### src/design/assert_macros.svh
// Assertion helpers used by the top-level RTL.
`ifndef ASSERT_MACROS_SVH
`define ASSERT_MACROS_SVH

// Checked only outside reset.
`define ASSERT_CLKD(lbl, prop, msg) \
    lbl: assert property (@(posedge i_clk) disable iff (!i_rst_n) prop) else $error(msg);

// Checked on every edge, reset included.
`define ASSERT_ALWAYS(lbl, prop, msg) \
    lbl: assert property (@(posedge i_clk) prop) else $error(msg);

`endif

### src/design/pscr_pkg.sv
package pscr_pkg;

    localparam int CURRENT_ADC_BITS = 16;
    localparam int CUR_W = 17;
    localparam int CMP_W = (CURRENT_ADC_BITS + 1 > CUR_W) ? CURRENT_ADC_BITS + 1 : CUR_W;
    localparam logic [CMP_W-1:0] FULL_SCALE = CMP_W'(1) << CURRENT_ADC_BITS;

    localparam int IN_TDATA_W  = 24;
    localparam int OUT_TDATA_W = 40;

    typedef enum logic [2:0] {
        CMD_TICK     = 3'd0,
        CMD_SETPOINT = 3'd1,
        CMD_POLARITY = 3'd2,
        CMD_START    = 3'd3,
        CMD_ON       = 3'd4,
        CMD_STANDBY  = 3'd5,
        CMD_SHUTDOWN = 3'd6,
        CMD_READ     = 3'd7
    } t_cmd;

    typedef enum logic [1:0] {
        MODE_UNKNOWN = 2'd0,
        MODE_STANDBY = 2'd1,
        MODE_ON      = 2'd2,
        MODE_OFF     = 2'd3
    } t_mode;

    typedef enum logic {
        REG_STEP_UP   = 1'b0,
        REG_STEP_DOWN = 1'b1
    } t_reg_idx;

    typedef struct packed {
        t_cmd              cmd;
        logic [CUR_W-1:0]  setpoint;
        logic signed [1:0] polarity;
    } t_item;

    typedef struct packed {
        logic              status;
        logic [CUR_W-1:0]  current;
        logic [CUR_W-1:0]  setpoint;
        logic signed [1:0] polarity;
        t_mode             mode;
        logic              ramp_active;
    } t_result;

endpackage

### src/design/pscr_core.sv
module pscr_core import pscr_pkg::*; (
    input  logic             i_clk,
    input  logic             i_rst_n,
    input  logic             i_en,
    input  t_item            i_item,
    input  logic [CUR_W-1:0] i_step_up,
    input  logic [CUR_W-1:0] i_step_down,
    output t_result          o_result
);

    logic [CUR_W-1:0]  r_current, n_current;
    logic [CUR_W-1:0]  r_target, n_target;
    logic signed [1:0] r_polarity, n_polarity;
    t_mode             r_mode, n_mode;
    logic              r_armed, n_armed;
    logic              w_status;

    logic [CUR_W-1:0]  w_dist_up, w_dist_dn, w_inc, w_dec;
    logic [CMP_W-1:0]  w_sp_ext;

    assign w_dist_up = r_target - r_current;
    assign w_dist_dn = r_current - r_target;
    assign w_inc     = (w_dist_up < i_step_up) ? w_dist_up : i_step_up;
    assign w_dec     = (w_dist_dn < i_step_down) ? w_dist_dn : i_step_down;
    assign w_sp_ext  = CMP_W'(i_item.setpoint);

    always_comb begin
        n_current  = r_current;
        n_target   = r_target;
        n_polarity = r_polarity;
        n_mode     = r_mode;
        n_armed    = r_armed;
        w_status   = 1'b0;
        case (i_item.cmd)
            CMD_TICK: begin
                if (r_armed && r_mode == MODE_ON) begin
                    if (r_target > r_current) begin
                        n_current = r_current + w_inc;
                    end else if (r_target < r_current) begin
                        n_current = r_current - w_dec;
                    end else begin
                        n_armed = 1'b0;
                    end
                end
            end
            CMD_SETPOINT: begin
                if (w_sp_ext > FULL_SCALE) begin
                    w_status = 1'b1;
                end else begin
                    n_target = i_item.setpoint;
                end
            end
            CMD_POLARITY: n_polarity = i_item.polarity;
            CMD_START:    n_armed    = 1'b1;
            CMD_ON:       n_mode     = MODE_ON;
            CMD_STANDBY:  n_mode     = MODE_STANDBY;
            CMD_SHUTDOWN: n_mode     = MODE_OFF;
            default: ;
        endcase
    end

    always_ff @(posedge i_clk) begin
        if (!i_rst_n) begin
            r_current  <= '0;
            r_target   <= '0;
            r_polarity <= '0;
            r_mode     <= MODE_STANDBY;
            r_armed    <= 1'b0;
        end else if (i_en) begin
            r_current  <= n_current;
            r_target   <= n_target;
            r_polarity <= n_polarity;
            r_mode     <= n_mode;
            r_armed    <= n_armed;
        end
    end

    // result fields reflect the state after this item is applied; status flags a rejected setpoint
    always_comb begin
        o_result.status      = w_status;
        o_result.current     = (n_polarity == 2'sd0) ? '0 : n_current;
        o_result.setpoint    = n_target;
        o_result.polarity    = n_polarity;
        o_result.mode        = n_mode;
        o_result.ramp_active = n_armed;
    end

endmodule

### src/design/power_supply_current_ramp_top.sv
// An accepted result goes to the output register, or to the skid entry while that is held.
// One item per cycle while the skid entry is empty; the state update is a single registered step.
// Output register plus one skid entry; tready drops only while the skid entry is full.
// Reset (synchronous, active low): current, setpoint, polarity 0, mode standby, ramp disarmed,
// both step registers 1, output side empty.
module power_supply_current_ramp_top import pscr_pkg::*; (
    input  logic                   i_clk,
    input  logic                   i_rst_n,
    input  logic                   i_s_axis_tvalid,
    output logic                   o_s_axis_tready,
    // command[2:0], setpoint_code[19:3], polarity_value[21:20], zero pad
    input  logic [IN_TDATA_W-1:0]  i_s_axis_tdata,
    output logic                   o_m_axis_tvalid,
    input  logic                   i_m_axis_tready,
    // status[0], current_readout[17:1], setpoint_readout[34:18],
    // polarity_readout[36:35], mode_readout[38:37], ramp_active[39]
    output logic [OUT_TDATA_W-1:0] o_m_axis_tdata,
    input  logic                   i_cfg_we,
    input  logic                   i_cfg_addr,
    input  logic [CUR_W-1:0]       i_cfg_data
);

    `include "assert_macros.svh"

    logic [CUR_W-1:0] r_step_up, r_step_down;
    t_item            w_item;
    t_result          w_result;
    t_result          r_out, r_skid;
    logic             r_out_valid, r_skid_valid;
    logic             w_accept, w_pop;

    assign w_item.cmd      = t_cmd'(i_s_axis_tdata[2:0]);
    assign w_item.setpoint = i_s_axis_tdata[19:3];
    assign w_item.polarity = i_s_axis_tdata[21:20];

    assign o_s_axis_tready = !r_skid_valid;
    assign w_accept        = i_s_axis_tvalid && o_s_axis_tready;
    assign w_pop           = r_out_valid && i_m_axis_tready;

    always_ff @(posedge i_clk) begin
        if (!i_rst_n) begin
            r_step_up   <= CUR_W'(1);
            r_step_down <= CUR_W'(1);
        end else if (i_cfg_we) begin
            case (t_reg_idx'(i_cfg_addr))
                REG_STEP_UP:   r_step_up   <= i_cfg_data;
                REG_STEP_DOWN: r_step_down <= i_cfg_data;
                default: ;
            endcase
        end
    end

    pscr_core u_core (
        .i_clk       (i_clk),
        .i_rst_n     (i_rst_n),
        .i_en        (w_accept),
        .i_item      (w_item),
        .i_step_up   (r_step_up),
        .i_step_down (r_step_down),
        .o_result    (w_result)
    );

    always_ff @(posedge i_clk) begin
        if (!i_rst_n) begin
            r_out_valid  <= 1'b0;
            r_skid_valid <= 1'b0;
        end else begin
            if (r_skid_valid) begin
                if (w_pop) begin
                    r_out        <= r_skid;
                    r_skid_valid <= 1'b0;
                end
            end else if (w_accept) begin
                if (!r_out_valid || w_pop) begin
                    r_out       <= w_result;
                    r_out_valid <= 1'b1;
                end else begin
                    r_skid       <= w_result;
                    r_skid_valid <= 1'b1;
                end
            end else if (w_pop) begin
                r_out_valid <= 1'b0;
            end
        end
    end

    assign o_m_axis_tvalid = r_out_valid;
    assign o_m_axis_tdata  = {r_out.ramp_active, r_out.mode, r_out.polarity,
                              r_out.setpoint, r_out.current, r_out.status};

    `ASSERT_CLKD(a_skid_needs_out, r_skid_valid |-> r_out_valid, "skid full with output empty")
    `ASSERT_CLKD(a_zero_pol_zero_cur,
        (r_out_valid && r_out.polarity == 2'sd0) |-> (r_out.current == '0),
        "current shown with polarity zero")
    `ASSERT_ALWAYS(a_reset_empty, !i_rst_n |=> (!r_out_valid && !r_skid_valid),
        "output side not empty after reset")

endmodule

### config.mk
export PLATFORM = sky130hd
export DESIGN_NAME = power_supply_current_ramp_top
export DESIGN_NICKNAME = d
export VERILOG_FILES = /design/src/design/pscr_pkg.sv /design/src/design/pscr_core.sv /design/src/design/power_supply_current_ramp_top.sv
export VERILOG_INCLUDE_DIRS = /design/src /design/src/design
export SDC_FILE = /design/constraint.sdc
export NUM_CORES = 1
export LEC_CHECK = 0
export BUFFER_PORTS_ARGS = -buffer_cell sky130_fd_sc_hd__buf_2
export CAP_MARGIN = 30
export CORE_MARGIN = 2
export CORE_UTILIZATION = 50
export DETAILED_ROUTE_END_ITERATION = 6
export PLACE_DENSITY = 0.72
export SLEW_MARGIN = 20
export SYNTH_ARGS = -nofsm -noshare
export SYNTH_HDL_FRONTEND = slang
export SYNTH_SLANG_ARGS = --single-unit
### constraint.sdc
create_clock -name i_clk -period 10.9 [get_ports i_clk]
set_input_delay 2.18 -clock i_clk [delete_from_list [all_inputs] [get_ports i_clk]]
set_output_delay 2.18 -clock i_clk [all_outputs]
set_load 0.02 [all_outputs]
==> flow_metrics.tcl <==
set metrics [dict create \
    routed_wl_um 29200 \
    synth_top_family_by_area "compound AO/OA/AOI/OAI gates" \
    synth.yosys.seq_area_share 0.359 \
    grt_pass1_vias 8502 \
    clockPowerShare 0.317 \
    synthArstFlopShare 0 \
    drv_cap 0 \
    clk_latency_ps 430 \
    p_seq_frac 0.345 \
    crit_type "flop to flop" \
    synth.area.top_cells "edfxtp_1 (22%), dfxtp_1 (14%), ha_1 (11%), nand2_1 (6.9%), a21oi_1 (3.8%)" \
    cts_tree "done" \
    area_delta_synth_final_pct 11.2 \
    synth_top_cell_area_share 0.221 \
    ys_types 83 \
    fin_tns_setup_ps 0 \
    synth-compound-area-share 0.213 \
    worstMarginPinSlew_ps 947 \
    drt_iter0_markers 683 \
    synthSimpleGateAreaFrac 0.168 \
    slowest_stage "dfxtp_1" \
    p_switching_w 0.000683 \
    synthXorXnorAreaFrac 0.0370 \
    stdcell_count 1601 \
    fin_util 0.570 \
    cts_hold_buf 0 \
    grt_max_degree 79 \
    drt_pass1_iterations 7 \
    drive_gt1_frac 0.138 \
    antenna_found_initial 0 \
    power.total_w 0.00188 \
    syn_area_um2 10900 \
    rsz0062_at_grt "false" \
    worstSetupStartpointType "flop" \
    synth_cells 1258 \
    max_freq_mhz 131 \
    nets 1461 \
    start_util 0.513 \
    clock-sinks 155 \
    ant_nets 0 \
    crit_required_ps 11070 \
    cpMostUsedCell "a21oi_1" \
    coreArea_um2 21200 \
    placedCellCount 1568 \
    muxShareOfSynthArea 0.0488 \
    p_per_area_nw_per_um2 155 \
    final_max_slew_viol_count 0 \
    drc 0 \
    cts_root_buf "clkbuf_16" \
    hpwl_um 22500 \
    die_area_um2 23000 \
    pwr-share-comb 0.338 \
    clkTransAtPathRegs_ps 70 \
    ir_drop_uv 115 \
    wl_per_cell_um 18.2 \
    cts_buffer_depth 2 \
    leakagePower_nw 4.92 \
    skew_ps 8.79 \
    hp-class "flop to flop" \
    numCtsBuffers 17 \
    p_int_w 0.00119 \
    gr-total-overflow 0 \
    outcome "finished, final reports clean" \
    die_y_um 152 \
    ys.flop_type "edfxtp_1" \
    num_antenna_cells 0 \
    grt_pass1_wl_um 45300 \
    drt-vias-per-instance 5.73 \
    synthAdderAreaFrac 0.119 \
    synth.net_count 1406 \
    pin_count 89 \
    slowest_delay_ps 550 \
    fin_crit_ps 7620 \
    die_w_um 152 \
    crit_fanout 28 \
    slew_headroom 0.363 \
    cts.htree.levels 4 \
    ys_ff_latch 155 \
    vias 9172 \
    synth_edf_count 80 \
    rows 53 \
    grt_use_total 0.260 \
    p_sw_frac 0.364 \
    place_congestion 0.986 \
    hold_viol_final 0 \
    arrival_ps 7790 \
    syn_area_per_cell_um2 8.65 \
    period_share 0.699 \
    portBuffers 86 \
    synth_area_leader_cell "edfxtp_1" \
    setup_viol_count_final 0 \
    end_kind "flop" \
    ys_warn_count 0 \
    ctsResizeCount 0 \
    post_cts_buffers 0 \
]
## Yosys cell counts (3+ instances only)
cell type,n
or3_1,5
o21bai_1,6
xor2_1,16
o31ai_1,10
o22ai_1,8
nand3_1,20
ha_1,97
o21a_1,10
edfxtp_1,80
o221ai_1,3
a211oi_2,3
inv_1,89
nand4_1,8
nor3b_1,5
fa_1,4
a21boi_0,50
clkbuf_1,40
a21oi_1,83
o21ai_0,82
mux2_2,24
a31oi_1,6
o31a_1,4
a211oi_1,6
xnor2_1,30
mux2i_1,23
buf_2,11
and3_1,8
and4_1,4
nand2b_1,9
nor3_1,26
dfxtp_1,75
o211ai_1,6
nor2_1,78
and2_1,10
nor2b_1,9
o211a_1,3
a21o_1,24
or2_2,3
o21ai_1,11
nor4_1,6
buf_1,5
a21boi_1,8
nand2_1,200
## through the flow
stage	area [um2]	setup slack (ps)	hold slack [ps]
5_1_grt	12100	2970	493
4_1_cts	12100	3400	470
2_1_floorplan	10900	4480	443
3_5_place_dp	11500	3430	460
6_report	12100	3280	464
3_3_place_gp	11500	3610	454
## worst paths after layout
check / start / to / slack (ps) / depth (start not counted)
worst max-delay path: u_core.r_current[1] / o_m_axis_tdata[17] / 3280 / 28
worst min-delay path: r_step_up[2] / r_step_up[2] / 460 / 2
worst max register to register: u_core.r_current[1] / o_m_axis_tdata[17] / 3280 / 28
worst min register to register: r_step_up[2] / r_step_up[2] / 460 / 2
## routing by layer
metal  wire, um  global-route usage  share of wire
met1      13200               0.361           0.45
met2      12700               0.395           0.43
met3       2060              0.0503          0.071
met4       1190               0.116          0.041
met5          0                   0              0
## cell families (layout without fill, tap and decap cells)
kind of cell             after synthesis  count (layout)
AND/OR/NAND/NOR                      404             404
AO/OA/AOI/OAI                        352             352
flip-flops                           155             155
buffers and inverters                151             219
adder cells (fa/ha/maj)              101             101
multiplexers                          49              49
XOR/XNOR                              46              46
## cell usage in the layout, fill, tap and decap left out, drive strengths merged, types with 4 or more instances in the layout
cell      n
inv      97
or2       4
and3      8
o21bai    6
nand2b    9
o22ai     8
o31ai    11
mux2i    23
a31oi     8
clkinv    9
or3       6
clkbuf   17
dfxtp    75
mux2     26
nor3b     5
nor4      7
ha       97
o31a      4
nand4     8
xor2     16
and2     11
nand2   200
buf      96
a21oi    86
a21o     24
a21boi   58
o21a     10
nand3    20
nor2     79
edfxtp   80
xnor2    30
o211ai    7
fa        4
a211oi    9
and4      4
nor2b    11
nor3     27
o21ai    93
## cell type report
class | instances | area [um2]
clock buffer | 17 | 425
clock inverter | 15 | 173
fill | 1944 | 9120
inverter | 91 | 342
multi-input combinational | 952 | 6390
sequential | 155 | 3900
tap | 275 | 344
timing repair buffer | 96 | 522
## critical path, delay by kind of cell, from the launching register on
kind	cells	cell delay, ps
compound gates	13	3280
fa+ha+maj	4	1470
simple gates	6	1000
buf+inv	3	580
flops	1	550
xor+xnor	2	480
## flip-flops by register name, indices dropped and copies added, names as in the netlist
name	cells
o_m_axis_tdata	40
r_skid	40
r_step_down	17
r_step_up	17
u_core.r_current	17
u_core.r_target	17
u_core.r_mode	2
u_core.r_polarity	2
o_m_axis_tvalid	1
r_skid_valid	1
u_core.r_armed	1
## power groups by stage
| stage | logic (W) | registers, W | clock network [W] |
|---|---|---|---|
| 6_report | 0.000635 | 0.000646 | 0.000595 |
| 5_1_grt | 0.000695 | 0.000649 | 0.000625 |
| 4_1_cts | 0.000625 | 0.000647 | 0.000601 |
| 3_5_place_dp | 0.000619 | 0.000660 | 0 |
| 3_3_place_gp | 0.000611 | 0.000658 | 0 |
| 2_1_floorplan | 0.000456 | 0.000665 | 0 |
Power figures use the tool's default switching activity.
